$ cat config.mk
export PLATFORM = sky130hd
export DESIGN_NAME = utf32_to_utf8_encoder
export DESIGN_NICKNAME = d
export VERILOG_FILES = /design/src/sv/u8e_pkg.sv /design/src/sv/u8e_front.sv /design/src/sv/u8e_queue.sv /design/src/sv/u8e_back.sv /design/src/sv/utf32_to_utf8_encoder.sv
export SDC_FILE = /design/constraint.sdc
export NUM_CORES = 1
export LEC_CHECK = 0
export ABC_AREA = 0
export BUFFER_PORTS_ARGS = -buffer_cell sky130_fd_sc_hd__buf_2
export CORE_MARGIN = 2
export CORE_UTILIZATION = 58
export DETAILED_ROUTE_END_ITERATION = 7
export HOLD_SLACK_MARGIN = 0.06
export PLACE_DENSITY = 0.88
export SLEW_MARGIN = 10
export SYNTH_ARGS = -nofsm -noshare
export SYNTH_HDL_FRONTEND = slang
export SYNTH_SLANG_ARGS = --single-unit
$ cat constraint.sdc
create_clock -name clk -period 2.88 [get_ports clk]
set_input_delay 0.288 -clock clk [delete_from_list [all_inputs] [get_ports clk]]
set_output_delay 0.288 -clock clk [all_outputs]
set_load 0.005 [all_outputs]
$ cat src/sv/u8e_pkg.sv
`timescale 1ns / 1ps
// ----------------------------------------------------------------------------
// u8e_pkg
// Shared types and constants for the UTF-32 to UTF-8 encoder.
// ----------------------------------------------------------------------------
package u8e_pkg;

  typedef enum logic [1:0] {
    STAT_DATA     = 2'd0,
    STAT_BAD_MARK = 2'd1,
    STAT_RANGE    = 2'd2
  } status_t;

  // One classified word: up to four output bytes, index of the last one
  // and the status that every byte of it carries.
  typedef struct packed {
    logic [3:0][7:0] bytes;
    logic [1:0]      last_idx;
    status_t         status;
  } entry_t;

endpackage

$ cat src/sv/u8e_front.sv
`timescale 1ns / 1ps
// ----------------------------------------------------------------------------
// u8e_front
// Accepts words, tracks the byte order mark and encodes each code point.
// ----------------------------------------------------------------------------
module u8e_front (
  input  logic             clk,
  input  logic             rst_n,
  input  logic             in_valid,
  output logic             in_ready,
  input  logic [7:0]       in_first_byte,
  input  logic [7:0]       in_second_byte,
  input  logic [7:0]       in_third_byte,
  input  logic [7:0]       in_fourth_byte,
  input  logic             q_full,
  output logic             q_push,
  output u8e_pkg::entry_t  q_wdata
);

  localparam logic [31:0] MAX_1B = 32'h0000_007f;
  localparam logic [31:0] MAX_2B = 32'h0000_07ff;
  localparam logic [31:0] MAX_3B = 32'h0000_ffff;
  localparam logic [31:0] MAX_CP = 32'h0010_ffff;

  logic        mark_seen_r, mark_seen_nxt;
  logic        big_endian_r, big_endian_nxt;
  logic        halted_r, halted_nxt;
  logic        accept;
  logic        mark_le, mark_be;
  logic [31:0] cp;
  u8e_pkg::entry_t enc;

  assign in_ready = !q_full;
  assign accept   = in_valid && in_ready;

  assign mark_le = (in_first_byte == 8'hff) && (in_second_byte == 8'hfe) &&
                   (in_third_byte == 8'h00) && (in_fourth_byte == 8'h00);
  assign mark_be = (in_first_byte == 8'h00) && (in_second_byte == 8'h00) &&
                   (in_third_byte == 8'hfe) && (in_fourth_byte == 8'hff);

  assign cp = big_endian_r ?
              {in_first_byte, in_second_byte, in_third_byte, in_fourth_byte} :
              {in_fourth_byte, in_third_byte, in_second_byte, in_first_byte};

  always_comb begin
    enc = '0;
    enc.status = u8e_pkg::STAT_DATA;
    if (cp <= MAX_1B) begin
      enc.bytes[0] = {1'b0, cp[6:0]};
      enc.last_idx = 2'd0;
    end else if (cp <= MAX_2B) begin
      enc.bytes[0] = {3'b110, cp[10:6]};
      enc.bytes[1] = {2'b10, cp[5:0]};
      enc.last_idx = 2'd1;
    end else if (cp <= MAX_3B) begin
      enc.bytes[0] = {4'b1110, cp[15:12]};
      enc.bytes[1] = {2'b10, cp[11:6]};
      enc.bytes[2] = {2'b10, cp[5:0]};
      enc.last_idx = 2'd2;
    end else if (cp <= MAX_CP) begin
      enc.bytes[0] = {5'b11110, cp[20:18]};
      enc.bytes[1] = {2'b10, cp[17:12]};
      enc.bytes[2] = {2'b10, cp[11:6]};
      enc.bytes[3] = {2'b10, cp[5:0]};
      enc.last_idx = 2'd3;
    end else begin
      enc.status = u8e_pkg::STAT_RANGE;
    end
  end

  always_comb begin
    mark_seen_nxt  = mark_seen_r;
    big_endian_nxt = big_endian_r;
    halted_nxt     = halted_r;
    q_push         = 1'b0;
    q_wdata        = enc;
    if (accept && !halted_r) begin
      if (!mark_seen_r) begin
        if (mark_le || mark_be) begin
          mark_seen_nxt  = 1'b1;
          big_endian_nxt = mark_be;
        end else begin
          // bad mark: report once, then drop everything until reset
          halted_nxt      = 1'b1;
          q_push          = 1'b1;
          q_wdata         = '0;
          q_wdata.status  = u8e_pkg::STAT_BAD_MARK;
        end
      end else begin
        q_push = 1'b1;
      end
    end
  end

  always_ff @(posedge clk) begin
    if (!rst_n) begin
      mark_seen_r  <= 1'b0;
      big_endian_r <= 1'b0;
      halted_r     <= 1'b0;
    end else begin
      mark_seen_r  <= mark_seen_nxt;
      big_endian_r <= big_endian_nxt;
      halted_r     <= halted_nxt;
    end
  end

endmodule

$ cat src/sv/u8e_queue.sv
`timescale 1ns / 1ps
// ----------------------------------------------------------------------------
// u8e_queue
// Two-entry queue of encoded words between front and back.
// ----------------------------------------------------------------------------
module u8e_queue (
  input  logic             clk,
  input  logic             rst_n,
  input  logic             push,
  input  u8e_pkg::entry_t  wdata,
  output logic             full,
  input  logic             pop,
  output logic             not_empty,
  output u8e_pkg::entry_t  rdata
);

  u8e_pkg::entry_t mem_r [2];
  logic            wr_ptr_r, wr_ptr_nxt;
  logic            rd_ptr_r, rd_ptr_nxt;
  logic [1:0]      count_r, count_nxt;

  assign full      = (count_r == 2'd2);
  assign not_empty = (count_r != 2'd0);
  assign rdata     = mem_r[rd_ptr_r];

  always_comb begin
    wr_ptr_nxt = wr_ptr_r ^ push;
    rd_ptr_nxt = rd_ptr_r ^ pop;
    count_nxt  = count_r + {1'b0, push} - {1'b0, pop};
  end

  always_ff @(posedge clk) begin
    if (push) begin
      mem_r[wr_ptr_r] <= wdata;
    end
  end

  always_ff @(posedge clk) begin
    if (!rst_n) begin
      wr_ptr_r <= 1'b0;
      rd_ptr_r <= 1'b0;
      count_r  <= 2'd0;
    end else begin
      wr_ptr_r <= wr_ptr_nxt;
      rd_ptr_r <= rd_ptr_nxt;
      count_r  <= count_nxt;
    end
  end

endmodule

$ cat src/sv/u8e_back.sv
`timescale 1ns / 1ps
// ----------------------------------------------------------------------------
// u8e_back
// Serialises queued words into output bytes through an output register.
// ----------------------------------------------------------------------------
module u8e_back (
  input  logic             clk,
  input  logic             rst_n,
  input  logic             q_not_empty,
  input  u8e_pkg::entry_t  q_rdata,
  output logic             q_pop,
  output logic             out_valid,
  input  logic             out_ready,
  output logic [7:0]       out_byte,
  output logic             out_is_last,
  output logic [1:0]       out_status
);

  logic       out_valid_r, out_valid_nxt;
  logic [7:0] out_byte_r;
  logic       out_is_last_r;
  logic [1:0] out_status_r;
  logic [1:0] idx_r, idx_nxt;
  logic       load;
  logic       at_last;

  assign load    = q_not_empty && (!out_valid_r || out_ready);
  assign at_last = (idx_r == q_rdata.last_idx);
  assign q_pop   = load && at_last;

  always_comb begin
    idx_nxt       = idx_r;
    out_valid_nxt = out_valid_r && !out_ready;
    if (load) begin
      out_valid_nxt = 1'b1;
      idx_nxt       = at_last ? 2'd0 : idx_r + 2'd1;
    end
  end

  always_ff @(posedge clk) begin
    if (load) begin
      out_byte_r    <= q_rdata.bytes[idx_r];
      out_is_last_r <= at_last;
      out_status_r  <= q_rdata.status;
    end
  end

  always_ff @(posedge clk) begin
    if (!rst_n) begin
      out_valid_r <= 1'b0;
      idx_r       <= 2'd0;
    end else begin
      out_valid_r <= out_valid_nxt;
      idx_r       <= idx_nxt;
    end
  end

  assign out_valid   = out_valid_r;
  assign out_byte    = out_byte_r;
  assign out_is_last = out_is_last_r;
  assign out_status  = out_status_r;

endmodule

$ cat src/sv/utf32_to_utf8_encoder.sv
`timescale 1ns / 1ps
// ----------------------------------------------------------------------------
// utf32_to_utf8_encoder
// UTF-32 word stream in, UTF-8 byte stream out.
// ----------------------------------------------------------------------------
// The first word after reset must be a byte order mark (FF FE 00 00 for
// little-endian, 00 00 FE FF for big-endian); it gives no output. Any other
// first word gives one byte with status 1 and the block then drops all words
// until reset. Each later word is encoded and queued; the output side sends
// one byte per cycle while out_ready is high and a word is queued, and a
// word gives 1 to 4 bytes, set by its UTF-8 length. Code points above
// 0x10FFFF give one zero byte with status 2. The input is ready whenever the
// two-word queue has room, independent of the output handshake.
module utf32_to_utf8_encoder (
  input  logic       clk,
  input  logic       rst_n,
  input  logic       in_valid,
  output logic       in_ready,
  input  logic [7:0] in_first_byte,
  input  logic [7:0] in_second_byte,
  input  logic [7:0] in_third_byte,
  input  logic [7:0] in_fourth_byte,
  output logic       out_valid,
  input  logic       out_ready,
  output logic [7:0] out_byte,
  output logic       out_is_last,
  output logic [1:0] out_status
);

  logic            q_full, q_push, q_pop, q_not_empty;
  u8e_pkg::entry_t q_wdata, q_rdata;

  u8e_front u_front (
    .clk            (clk),
    .rst_n          (rst_n),
    .in_valid       (in_valid),
    .in_ready       (in_ready),
    .in_first_byte  (in_first_byte),
    .in_second_byte (in_second_byte),
    .in_third_byte  (in_third_byte),
    .in_fourth_byte (in_fourth_byte),
    .q_full         (q_full),
    .q_push         (q_push),
    .q_wdata        (q_wdata)
  );

  u8e_queue u_queue (
    .clk       (clk),
    .rst_n     (rst_n),
    .push      (q_push),
    .wdata     (q_wdata),
    .full      (q_full),
    .pop       (q_pop),
    .not_empty (q_not_empty),
    .rdata     (q_rdata)
  );

  u8e_back u_back (
    .clk         (clk),
    .rst_n       (rst_n),
    .q_not_empty (q_not_empty),
    .q_rdata     (q_rdata),
    .q_pop       (q_pop),
    .out_valid   (out_valid),
    .out_ready   (out_ready),
    .out_byte    (out_byte),
    .out_is_last (out_is_last),
    .out_status  (out_status)
  );

endmodule
* Word-level counts from Yosys, hierarchy flattened
Memories as Yosys holds them, arrays and structs flattened. A register that Yosys moved wholly into a read port is not among the register bits.
Cells that the tools add are included.
** Operators by class
- Add/subtract/negate cells :: 3
- $lt $le $gt $ge :: 5
- Equal/unequal tests :: 6
- Muxes and demuxes :: 30
- Bitwise operators :: 4
- Reductions and logical operators :: 24
** Operator list (count)
- 34-bit 2-to-1 mux :: 4
- 36-bit 2-to-1 mux :: 3
- 8-bit == test (second input constant) :: 4
- 32-bit by 11-bit less-or-equal comparator with 1-bit output (second input constant) :: 1
- 32-bit by 16-bit less-or-equal comparator with 1-bit output (second input constant) :: 1
- 32-bit by 21-bit less-or-equal comparator with 1-bit output (second input constant) :: 1
- 32-bit by 7-bit less-or-equal comparator with 1-bit output (second input constant) :: 1
- 8-bit zero test :: 4
- 32-bit 2-to-1 mux :: 1
- 26-bit 2-to-1 mux :: 1
- 24-bit 2-to-1 mux :: 1
- 18-bit 2-to-1 mux :: 1
- 8-bit binary-select mux with 2-bit select :: 1
- 16-bit 2-to-1 mux :: 1
- 8-bit 2-to-1 mux :: 2
- 1-bit logical AND :: 11
- 10-bit 2-to-1 mux :: 1
- 2-bit 2-to-1 mux :: 5
- 1-bit 2-to-1 mux :: 9
- 3-bit AND reduction :: 2
- 1-bit zero test :: 4
- 2-bit by 3-bit < comparator with 1-bit output (second input constant) :: 1
- 2-bit by 1-bit adder with 2-bit output :: 1
- 2-bit by 1-bit adder with 2-bit output (second input constant) :: 1
- other kinds (7) :: 10
** Storage, ports and cells
- Register bits after elaboration :: 21
- RAM bits :: 72
- Input bits :: 36
- Logic and storage cells :: 84
- Memories :: 1
** Memory list
- u_queue.mem_r :: words 2, width 36, read ports 1, clocked after Yosys merged registers in 1, wr ports 1, line u8e_queue.sv:17 : u8e_pkg::entry_t mem_r [2];

* Longest topological paths before layout
Gate-level depths: netlist (run 1).
- Word-level depth :: 12
- Depth in mapped cells :: 11
- Depth with buffers taken out :: 10

* Cells and area by module
A second synthesis (run 1) with hierarchy kept.
** Second synthesis, totals
- Cell total of the unflattened synthesis :: 360
- Area, all modules :: 5183.7 um2
** By module, submodules not included
- u8e_queue :: instances 1, cells each 133, area an instance 2987.9 um2
- u8e_front :: instances 1, cells each 185, area an instance 1463.9 um2
- u8e_back :: instances 1, cells each 42, area an instance 732.0 um2

* Least setup slack after synthesis (run 1)
OpenSTA, ideal clock, no wires.
- Kind :: input to register
- Start :: in in_first_byte[1]
- End :: mem u_queue.mem_r[0][0] (netlist name) (enable)
- Library setup time :: 0.399 ns
- Arrival time :: 2.085 ns
- Required time :: 2.481 ns
- Slack :: 0.396 ns
- Stages on the path :: 7
- Path through :: or4_1 > nor3_1 > nand3_1 > nor2b_1 > nor2_1 > nor2_1 > ha_1
** On the way
- Cells in the longest elaborated chain, start to end :: 10
- Elaborated cells on any way between the ends :: 14
- Classes of those cells :: eq/ne (1); mux (5); reduce/logical (8)
** Ends and longest elaborated chain
- start: declaration :: line utf32_to_utf8_encoder.sv:19 : input logic [7:0] in_first_byte,
- 8-bit == test or 8-bit zero test (tied branches) :: line u8e_front.sv:36, u8e_front.sv:38
- 1-bit logical AND (on tied branches) (2 in a row) :: line u8e_front.sv:36, u8e_front.sv:38
- 1-bit logical AND (on tied branches) :: line u8e_front.sv:37, u8e_front.sv:39
- 1-bit logical OR * :: line u8e_front.sv:79 : if (mark_le || mark_be) begin
- 1-bit 2-to-1 mux * :: line u8e_front.sv:79
- 1-bit 2-to-1 mux * :: line u8e_front.sv:78 : if (!mark_seen_r) begin
- 1-bit 2-to-1 mux * :: line u8e_front.sv:77 : if (accept && !halted_r) begin
- 1-bit 2-to-1 mux * :: line u8e_queue.sv:33 : if (push) begin
- 1-bit 2-to-1 mux (implied by the code) * :: line u8e_queue.sv:34 : mem_r[wr_ptr_r] <= wdata;
- end: declaration :: line u8e_queue.sv:17
Every way passes the cells marked *; elsewhere a longest branch is shown, timed or not.

* Worst setup path in the final report (run 1)
- Start :: reg u_front.big_endian_r
- End :: mem u_queue.mem_r[0][19] (netlist name) (data pin)
** On the way
- Cells in the longest elaborated chain, start to end :: 12
- Elaborated cells on any way between the ends :: 15
- Classes of those cells :: order compare (4); mux (11)
** Ends and longest elaborated chain
- start: declaration :: line u8e_front.sv:26 : logic big_endian_r, big_endian_nxt;
- start signal: assignment :: line u8e_front.sv:102 : big_endian_r <= big_endian_nxt;
- 32-bit 2-to-1 mux * :: line u8e_front.sv:41 : assign cp = big_endian_r ?
- 32-bit by 21-bit less-or-equal comparator with 1-bit output :: line u8e_front.sv:60 : end else if (cp <= MAX_CP) begin
- 34-bit 2-to-1 mux :: line u8e_front.sv:60
- 34-bit 2-to-1 mux :: line u8e_front.sv:55 : end else if (cp <= MAX_3B) begin
- 34-bit 2-to-1 mux :: line u8e_front.sv:51 : end else if (cp <= MAX_2B) begin
- 34-bit 2-to-1 mux :: line u8e_front.sv:48 : if (cp <= MAX_1B) begin
- 26-bit 2-to-1 mux :: line u8e_front.sv:55
- 18-bit 2-to-1 mux :: line u8e_front.sv:51
- 24-bit 2-to-1 mux * :: line u8e_front.sv:48
- 36-bit 2-to-1 mux :: line u8e_front.sv:79
- 36-bit 2-to-1 mux :: line u8e_front.sv:78
- 36-bit 2-to-1 mux * :: line u8e_front.sv:77
Every way passes the cells marked *; elsewhere a longest branch is shown, timed or not. The select of a mux whose other input is x is not followed.

==> qor.csv, run 1 <==
stage,metric,value,unit
outcome,status,completed,
logic_synthesis,synth_flop_cell,edfxtp_1,
route,drtIter0Drc,216,
route,vias,3181,
timing,tightest_slew,1.04,ns
critical_path,worst-path-max-fanout,13,
timing,finClkSkew,0.00969,ns
placement,hpwlAfterDp,7.35,mm
global_routing,grt_pass1_wl,16.0,mm
timing,finalMaxSlewViolations,0,
finish,nFillCells,526,
critical_path,arrival,2.54,ns
route,via_per_inst,6.36,
timing,hold_viol_final,0,
clocking,clock_path_buffers,2,
clocking,insertion_delay,0.34,ns
timing,min_period_over_period,82.8,%
logic_synthesis,yosysMostFrequentCell,edfxtp_1,
placement,port-buffer-count,48,
route,routed_wl,9.83,mm
route,drtAntennaViolNets,0,
global_routing,track_usage,25.2,%
floorplan,core_area,7250,um^2
route,route.detailed.drc,0,
clocking,cts_setup_buffers,0,
global_routing,antenna_found_initial,0,
finish,ff_latch_area,2410,um^2
clocking,tritoncts.num_buffers,9,
clocking,cts_tree,built,
floorplan,die_y,90.5,um
logic_synthesis,ys_warn_count,0,
finish,postLayoutCoreUtil,67.8,%
power_and_ir_drop,comb_power_share,28.5,%
logic_synthesis,synth_top_area_share,50.5,%
route,wl_per_cell,19.7,um
power_and_ir_drop,p_per_area,704,nW/um^2
logic_synthesis,synth_cells,337,
power_and_ir_drop,pwr-share-seq,49.0,%
logic_synthesis,synth_cell_types,57,
logic_synthesis,ys_seq_elements,84,
clocking,h-tree-depth,3,
global_routing,grt_start_max_net_pins,32,
global_routing,grt-ovfl-total,0,
timing,fin_tns_setup,0,ns
clocking,numClockSinks,84,
global_routing,grt_pass1_vias,3092,
finish,syn_to_final_growth,13.4,%
hold_path,hp-class,input pin to flop,
clocking,cts_resized,0,
critical_path,critPathLaunchType,flop,
power_and_ir_drop,switchingPower,1.01,mW
logic_synthesis,synth_area,4340,um^2
logic_synthesis,netlist_top_cells_count,"edfxtp_1 (73), nor2_1 (39), a21oi_1 (16), mux2_2 (16), mux2i_1 (15)",
floorplan,die_area,8190,um^2
placement,routabilityCongestion,0.933,
timing,rsz0062_at_grt,no,
finish,drive_gt1_share,30.7,%
critical_path,endpoint_kind,flop,
power_and_ir_drop,clkPwrFrac,22.5,%
timing,max_freq,419,MHz
logic_synthesis,synth_edf_count,73,
critical_path,required,3.04,ns
timing,fin_crit,2.38,ns
logic_synthesis,synth_area_leaders,"edfxtp_1 (51%), mux4_2 (6.2%), dfxtp_1 (5.1%)",
logic_synthesis,synth_area_per_cell,12.9,um^2
job,max_cap_viol_count,0,
timing,setup_viol,0,
logic_synthesis,ys_seq_area_share,55.6,%
clocking,cts.hold.buffers_added,0,
power_and_ir_drop,power.share.switching,29.1,%
logic_synthesis,synth_nets,377,
clocking,cts-root-buf,clkbuf_8,
finish,n_antenna_cell,0,
finish,multi_input_area,1830,um^2
logic_synthesis,ys_async_sr_fraction,0,%
power_and_ir_drop,ir_worst_vdd,0.340,mV
floorplan,io_pins,49,
critical_path,crit_type,flop to flop,
floorplan,dieWidth,90.5,um
power_and_ir_drop,p_leak,1.69,nW
floorplan,num_rows,31,
route,dr.pass1.iters,5,
clocking,clk_pin_slew,0.08,ns
floorplan,initial_core_util,59.8,%
power_and_ir_drop,internal_power,2.45,mW
timing,slew_headroom,30.2,%
logic_synthesis,yosys.area.top_type,edfxtp_1,
finish,nets,436,
-- through the flow --
step | hold WS, ns | cells | worst slack (ns) | cell area [um^2] | power, mW
floorplan | 0.432 | 337 | 0.396 | 4340 | 2.39
global placement | 0.442 | 484 | 0.280 | 4730 | 2.64
detailed placement | 0.448 | 484 | 0.244 | 4730 | 2.70
CTS | 0.248 | 500 | 0.534 | 4920 | 3.49
global route | 0.270 | 500 | 0.325 | 4920 | 3.64
finish | 0.268 | 500 | 0.496 | 4920 | 3.46
-- critical path: stages, from the launching register on --
cell and delay [ns]:
dfxtp_1 0.34, buf_4 0.23, inv_1 0.18, nor4_4 0.38, buf_4 0.23, a21oi_1 0.07, nor2_1 0.30, o21ai_0 0.22
nor2_1 0.26
-- layout by cell type, fill, tap and decap left out, types with 3 or more instances in the layout --
master	count
edfxtp_1	73
buf_2	48
nor2_1	39
mux2_2	16
a21oi_1	16
mux2i_1	15
buf_4	13
nor3_1	12
mux4_2	12
a22oi_1	11
dfxtp_1	11
clkbuf_8	10
nor2b_1	9
o21ai_0	9
inv_1	7
nand2_1	7
xnor2_1	7
nand4_1	6
nor4_1	5
nand3_1	4
a211oi_1	4
ha_1	4
or2_2	3
or4_4	3
or3_1	3
a31oi_1	3
o22a_1	3
and2_1	3
-- routing by layer --
metal | up-vias | part of all wire [%] | global-route usage [%] | routed length, um
li1 | 1442 | - | - | -
met5 | - | 0 | 0 | 0
met4 | 0 | 2.8 | 10.3 | 280
met2 | 172 | 49 | 42.6 | 4860
met3 | 24 | 6.8 | 4.34 | 671
met1 | 1543 | 41 | 32.4 | 4020
-- flip-flops by register name, indices dropped and copies added (netlist names), named ones only --
| name | cells |
|---|---|
| u_back.out_valid | 1 |
| u_queue.wr_ptr_r | 1 |
| u_queue.mem_r | 62 |
| u_front.mark_seen_r | 1 |
| u_front.big_endian_r | 1 |
| u_back.idx_r | 2 |
| u_back.out_is_last | 1 |
| u_front.halted_r | 1 |
| u_back.out_byte | 8 |
| u_queue.rd_ptr_r | 1 |
| u_back.out_status | 2 |
| u_queue.count_r | 2 |
-- final cells by class --
type / instances / share of cell area (%)
flip-flops and latches: 84 / 49.0
multi-input cells: 233 / 37.2
repair buffers: 61 / 6.87
clock buffers: 13 / 3.46
well taps: 99 / 2.52
inverters: 7 / 0.534
clock inverters: 3 / 0.356
-- power groups by stage --
stage / combinational (mW) / clock, mW / sequential, mW
2_1_floorplan: 0.679 / 0 / 1.71
3_3_place_gp: 0.943 / 0 / 1.70
3_5_place_dp: 0.985 / 0 / 1.72
4_1_cts: 0.996 / 0.794 / 1.70
5_1_grt: 1.08 / 0.834 / 1.72
6_report: 0.989 / 0.778 / 1.70
-- path summary, 6_finish.rpt --
kind / from / to / slack (ns) / depth (start not counted)
max: u_front.big_endian_r / u_queue.mem_r[0][19] / 0.50 / 8
min: rst_n / u_back.out_valid / 0.27 / 2
max reg2reg: u_front.big_endian_r / u_queue.mem_r[0][19] / 0.50 / 8
min reg2reg: u_front.halted_r / u_front.halted_r / 0.46 / 1
-- cells by family (layout without fill, tap and decap cells) --
family          after synthesis  in the layout  synth area share, %
simple gates                114            114                 15.3
flops                        84             84                 55.6
compound gates               65             65                 10.4
mux                          43             43                 13.8
buf+inv                      20             84                 2.19
xor+xnor                      7              7                 1.41
fa+ha+maj                     4              4                 1.15
No activity file was read; power rests on OpenSTA's default activity.
==> run 2, diff against run 1 <==
- clock period: 2.88 -> 2.35 ns (I/O delays scaled with it)
==> run 2 against run 1 <==
Against the previous run:
- first-iteration DRC count is 85% higher
- highest routed layer unchanged
- die area unchanged
- largest cell class unchanged
- critical path type unchanged
- sequential share of layout area shrank 2.8 points
- total power increased by 24%
- global-route usage grew 0.76 points
- register-to-register slack got worse by 0.38 ns
==> qor.csv, run 2 (synthesis results as in run 1) <==
stage,metric,value,unit,change
finish,n_antenna_cell,0,,unchanged
clocking,insertion_delay,0.35,ns,about the same
route,met1Wirelength,4.47,mm,+11%
timing,fin_tns_setup,0,ns,unchanged
timing,tightest_slew,0.667,ns,-0.375 ns
hold_path,hp-class,input pin to flop,,
finish,nets,471,,+8.0%
timing,hold_viol_final,0,,unchanged
finish,drive_gt1_share,37.4,%,+6.7 points
finish,nFillCells,483,,-8.2%
power_and_ir_drop,total_power,4.30,mW,+24%
power_and_ir_drop,p_leak,1.85,nW,+9.5%
placement,placed_cells,519,,+7.2%
global_routing,grt_start_max_net_pins,32,,unchanged
finish,regMostFlops,u_queue.mem_r,,
critical_path,required,2.60,ns,-0.44 ns
placement,place_ws,-0.125,ns,-0.370 ns
power_and_ir_drop,p_per_area,824,nW/um^2,+17%
floorplan,dieWidth,90.5,um,unchanged
clocking,clk_pin_slew,0.09,ns,about the same
placement,routabilityCongestion,1.02,,+9.0%
timing,setup_viol,0,,unchanged
route,routed_wl,10.3,mm,+4.6%
job,max_cap_viol_count,0,,unchanged
floorplan,initial_core_util,59.8,%,unchanged
floorplan,num_rows,31,,unchanged
timing,min_period_over_period,95.1,%,+12 points
power_and_ir_drop,ir_worst_vdd,0.594,mV,+75%
clocking,cts.hold.buffers_added,0,,unchanged
route,via_per_inst,6.09,,-4.3%
floorplan,io_pins,49,,unchanged
timing,rsz0062_at_grt,no,,
clocking,cts_setup_buffers,0,,unchanged
route,vias,3257,,+2.4%
route,wl_met2,5.01,mm,+3.2%
timing,fin_hold_ws,0.200,ns,-0.0675 ns
timing,fin_crit,2.23,ns,-0.150 ns
outcome,status,completed,,
route,dr.pass1.iters,5,,unchanged
finish,largest_register_ffs,62,,unchanged
timing,finClkSkew,0.00577,ns,-0.00392 ns
global_routing,antenna_found_initial,0,,unchanged
finish,final_common_cell,edfxtp_1,,
route,drtAntennaViolNets,0,,unchanged
finish,instances_no_fill,535,,+7.0%
critical_path,arrival,2.48,ns,-0.06 ns
global_routing,grt_pass1_wl,16.5,mm,+3.2%
clocking,clock_path_buffers,2,,unchanged
global_routing,track_usage,26.0,%,+0.76 points
global_routing,grt-ovfl-total,0,,unchanged
clocking,numClockSinks,84,,unchanged
critical_path,crit_type,flop to flop,,
floorplan,core_area,7250,um^2,unchanged
placement,hpwlAfterDp,7.68,mm,+4.6%
critical_path,critPathLaunchType,flop,,
route,wl_met3,553,um,-18%
clocking,cts_tree,built,,
global_routing,grt_pass1_vias,3262,,+5.5%
placement,port-buffer-count,48,,unchanged
clocking,h-tree-depth,3,,unchanged
clocking,tritoncts.num_buffers,9,,unchanged
timing,max_freq,448,MHz,+6.7%
timing,finalMaxSlewViolations,0,,unchanged
clocking,cts-root-buf,clkbuf_8,,
route,route.detailed.drc,0,,unchanged
timing,fin_ws,0.116,ns,-0.380 ns
floorplan,die_area,8190,um^2,unchanged
finish,most-common-layout-cells,"edfxtp_1 (73), buf_2 (48), buf_4 (46)",,
floorplan,die_y,90.5,um,unchanged
route,wl_per_cell,19.2,um,-2.3%
critical_path,endpoint_kind,flop,,
route,maxUsedRoutingLayer,met4,,
route,drtIter0Drc,400,,+85%
timing,slew_headroom,55.4,%,+25 points
finish,syn_to_final_growth,20.2,%,
critical_path,worst-path-max-fanout,3,,-10
==> run 2: changes by cell type in the layout (fill, tap and decap cells not counted), sizes merged <==
cell	change
buf	+35
clkbuf	-4
clkinvlp	+4
clkinv	-1
inv	+1
==> run 2: cell type report <==
type / count / area, um^2 / share of cell area (%)
Clock buffer: 9 / 124 / 2.37
Clock inverter: 7 / 58.8 / 1.13
Inverter: 7 / 26.3 / 0.504
Multi-Input combinational cell: 233 / 1840 / 35.4
Sequential cell: 84 / 2410 / 46.3
Tap cell: 99 / 124 / 2.37
Timing Repair Buffer: 96 / 626 / 12.0
==> run 2: what timing repair did <==
action,in CTS,in global routing
setup endpoints to repair,2,48
gates resized for setup,1,3
pin swaps,0,0
==> run 2: worst max-delay path: stages (launching register included) <==
cell and delay, ns:
dfxtp_1 0.43, mux2i_1 0.32, xnor2_1 0.13, nor3_1 0.38, ha_1 0.31, inv_1 0.06, ha_1 0.15, xnor2_1 0.13
xnor2_1 0.08, and2_1 0.15
==> run 2: path summary, 6_finish.rpt <==
path                         start  cells past startpoint                  end  slack, ns
setup reg to reg              flop                      9   u_queue.count_r[1]       0.12
hold reg to reg   u_front.halted_r                      1     u_front.halted_r       0.47
setup / recovery              flop                      9   u_queue.count_r[1]       0.12
hold / removal               rst_n                      2  u_front.mark_seen_r       0.20
==> run 2: metrics by stage <==
| stage | instance area, um^2 | utilization, % |
|---|---|---|
| 2_1_floorplan | 4340 | - |
| 3_3_place_gp | 5020 | 69.2 |
| 3_5_place_dp | 5020 | 69.2 |
| 4_1_cts | 5210 | 71.8 |
| 5_1_grt | 5220 | 71.9 |
| 6_report | 5220 | 71.9 |
==> run 2: per-layer routing <==
layer,vias to the layer above,GRT usage (%)
met2,159,42.2
met3,20,3.92
met5,-,0
met4,0,11.0
li1,1508,-
met1,1570,35.0
==> run 2: power breakdown <==
part	total, mW	leakage, nW	switching [mW]	internal, mW
Clock	0.947	0.0804	0.549	0.398
Sequential	2.07	0.789	0.0897	1.98
Combinational	1.29	0.983	0.667	0.620
==> run 3, diff against run 2 <==
- CORE_UTILIZATION: 58 -> 60
- GPL_TIMING_DRIVEN: unset -> 0
- PLACE_DENSITY: 0.88 -> 0.9
- SYNTH_HIERARCHICAL: unset -> 1
- TNS_END_PERCENT: unset -> 5
==> run 3 against run 2 <==
Against the previous run:
- die area is 15% higher
- register-to-register slack hardly changed
- total power is 18% higher
- largest cell class unchanged
==> qor.csv, run 3 <==
stage,metric,value,unit,change
outcome,status,completed,,
timing,fin_crit,2.24,ns,+0.0109 ns
power_and_ir_drop,p_per_area,864,nW/um^2,+4.8%
logic_synthesis,synth_area_per_cell,14.4,um^2,+12%
timing,hold_viol_final,0,,unchanged
critical_path,required,2.49,ns,-0.11 ns
route,drtAntennaViolNets,0,,unchanged
logic_synthesis,synth_top_area_share,48.1,%,-2.5 points
route,routed_wl,11.6,mm,+13%
floorplan,core_area,8300,um^2,+14%
timing,finalMaxSlewViolations,0,,unchanged
global_routing,grt_pass1_wl,18.5,mm,+12%
clocking,h-tree-depth,3,,unchanged
clocking,cts.hold.buffers_added,0,,unchanged
timing,finClkSkew,0.0134,ns,+0.00767 ns
route,dr.pass1.iters,6,,+1
floorplan,die_y,97.0,um,+7.2%
critical_path,arrival,2.38,ns,-0.10 ns
placement,routabilityCongestion,0.963,,-5.3%
power_and_ir_drop,ir_worst_vdd,0.428,mV,-28%
power_and_ir_drop,power.share.switching,28.4,%,-1.9 points
critical_path,rrSetupSlack,0.11,ns,about the same
critical_path,worst-path-max-fanout,10,,+7
critical_path,endpoint_kind,flop,,
clocking,numClockSinks,94,,+12%
finish,largest_register_ffs,72,,+16%
placement,hpwlAfterDp,8.03,mm,+4.5%
logic_synthesis,ys_async_sr_fraction,0,%,unchanged
logic_synthesis,netlist_top_cells_count,"edfxtp_1 (83), mux2_4 (30), mux2_2 (25)",,
logic_synthesis,synth_cell_types,67,,+18%
global_routing,grt_start_max_net_pins,36,,+13%
logic_synthesis,yosys.area.top_type,edfxtp_1,,
logic_synthesis,ys_seq_area_share,52.3,%,-3.3 points
global_routing,track_usage,25.5,%,-0.49 points
finish,drive_gt1_share,44.7,%,+7.3 points
critical_path,cp-endpoint,u_queue/mem_r[0][8],,
timing,fin_hold_ws,0.193,ns,-0.00714 ns
timing,min_period_over_period,95.5,%,+0.46 points
logic_synthesis,synth_cells,360,,+6.8%
critical_path,regToRegStartpoint,u_front/big_endian_r,,
clocking,clock_path_buffers,2,,unchanged
critical_path,r2r_end,u_queue/mem_r[0][8],,
route,route.detailed.drc,0,,unchanged
logic_synthesis,synth_flop_cell,edfxtp_1,,
timing,rsz0062_at_grt,yes,,
floorplan,num_rows,33,,+6.5%
critical_path,critPathLaunchType,flop,,
finish,n_antenna_cell,0,,unchanged
power_and_ir_drop,pwr-share-seq,44.9,%,-3.2 points
finish,instances_no_fill,532,,-0.56%
floorplan,initial_core_util,62.5,%,+2.7 points
floorplan,dieWidth,97.0,um,+7.2%
global_routing,grt_pass1_vias,3504,,+7.4%
power_and_ir_drop,p_leak,2.12,nW,+15%
finish,syn_to_final_growth,13.3,%,
critical_path,reg2reg_depth,6,,-3
logic_synthesis,ys_warn_count,6,,+6
clocking,insertion_delay,0.36,ns,about the same
placement,port-buffer-count,47,,-2.1%
finish,nets,462,,-1.9%
clocking,clk_pin_slew,0.09,ns,about the same
finish,most-common-layout-cells,"edfxtp_1 (83), buf_2 (55), mux2_4 (30)",,
floorplan,io_pins,49,,unchanged
power_and_ir_drop,switchingPower,1.44,mW,+10%
logic_synthesis,yosysMostFrequentCell,edfxtp_1,,
power_and_ir_drop,total_power,5.07,mW,+18%
route,via_per_inst,6.54,,+7.4%
clocking,cts-root-buf,clkbuf_8,,
timing,tightest_slew,0.695,ns,+0.0278 ns
power_and_ir_drop,internal_power,3.63,mW,+21%
floorplan,die_area,9400,um^2,+15%
logic_synthesis,ys_seq_elements,94,,+12%
global_routing,antenna_found_initial,0,,unchanged
logic_synthesis,synth_area,5180,um^2,+19%
finish,regMostFlops,u_queue/mem_r,,
power_and_ir_drop,comb_power_share,31.9,%,+2.0 points
placement,placed_cells,516,,-0.58%
route,wl_per_cell,21.8,um,+13%
finish,postLayoutCoreUtil,70.8,%,-1.1 points
timing,setup_viol,0,,unchanged
job,max_cap_viol_count,0,,unchanged
clocking,cts_tree,built,,
hold_path,hp-class,input pin to flop,,
timing,slew_headroom,53.7,%,-1.7 points
route,drtIter0Drc,349,,-13%
route,vias,3478,,+6.8%
global_routing,grt-ovfl-total,0,,unchanged
clocking,cts_setup_buffers,0,,unchanged
logic_synthesis,synth_edf_count,83,,+14%
timing,max_freq,445,MHz,-0.49%
finish,final_common_cell,edfxtp_1,,
clocking,tritoncts.num_buffers,9,,unchanged
critical_path,setup.worst_path.start,u_front/big_endian_r,,
power_and_ir_drop,clkPwrFrac,23.2,%,+1.2 points
logic_synthesis,synth_area_leaders,"edfxtp_1 (48%), mux2_4 (8.7%), mux2_2 (5.4%)",,
critical_path,crit_type,flop to flop,,
[run 3: changes by cell type in the layout (fill, tap and decap cells not counted), moves of 6 or more]
cell      change
buf_2         +7
nor2_1       -32
a21oi_1       -9
buf_4        -40
mux4_2        -7
a22oi_1      -10
mux2_4       +30
mux2i_1      -10
edfxtp_1     +10
a221oi_2      +6
xnor2_1       -7
a32oi_1       +7
mux2_2        +9
buf_6         +8
[run 3: critical path, cell delays in order, from the launching register on]
cell and delay (ns):
dfxtp_1 0.37, buf_2 0.26, nor3b_1 0.31, a22o_1 0.26, buf_2 0.25, o311ai_0 0.19, a221oi_1 0.38
[run 3: worst min-delay path by stage]
stage | depth (start not counted) | slack (ns) | startpoint | endpoint
finish | 2 | 0.19 | rst_n | u_front/mark_seen_r
global route | 2 | 0.20 | rst_n | u_front/mark_seen_r
CTS | 2 | 0.18 | rst_n | u_front/mark_seen_r
detailed placement | 1 | 0.48 | u_front/halted_r | u_front/halted_r
global placement | 1 | 0.45 | u_front/halted_r | u_front/halted_r
floorplan | 1 | 0.35 | rst_n | u_front/halted_r
[run 3: routing by layer]
metal  up-vias  global-route usage (%)  part of all wire (%)
li1       1546                       -                     -
met1      1681                    33.2                    40
met2       198                    40.7                    48
met3        53                    6.43                   8.0
met4         0                    11.2                   3.8
met5         -                       0                     0
[run 3: power groups by stage]
stage	clock, mW	sequential [mW]	combinational (mW)
floorplan	0	2.31	1.15
global placement	0	2.30	1.51
detailed placement	0	2.31	1.60
CTS	1.19	2.28	1.61
global route	1.26	2.30	1.73
finish	1.18	2.28	1.62
[run 3: stage by stage]
stage	worst slack, ns	cell area [um^2]	setup TNS (ns)
finish	0.105	5870	0
global route	-0.0502	5870	-0.0502
CTS	0.0388	5840	0
detailed placement	-0.279	5600	-4.66
global placement	-0.596	5560	-45.07
floorplan	0.0191	5190	0
[run 3: cell type report]
type	count	area [um^2]
clock buffer	10	128
inverter	9	33.8
timing repair buffer	49	275
sequential	94	2710
tap	105	131
multi-input combinational	233	2260
buffer	26	239
fill	536	2430
clock inverter	6	91.3
[run 3: what timing repair did]
| item | 4_1_cts | 5_1_grt |
|---|---|---|
| setup endpoints to repair | 10 | 7 |
| gates resized for setup | 5 | 6 |
| endpoints found under the hold margin | 0 | 0 |
[run 3: cell families (layout without fill, tap and decap cells)]
| kind of cell | count (synthesis) | count (layout) | synth area share [%] |
|---|---|---|---|
| XOR/XNOR | 5 | 5 | 1.26 |
| buffers and inverters | 35 | 100 | 5.24 |
| adder cells (fa/ha/maj) | 4 | 4 | 0.966 |
| other | 1 | 3 | 0.0723 |
| AND/OR/NAND/NOR | 96 | 96 | 11.8 |
| flip-flops | 94 | 94 | 52.3 |
| multiplexers | 68 | 68 | 18.8 |
| AO/OA/AOI/OAI | 57 | 57 | 9.58 |
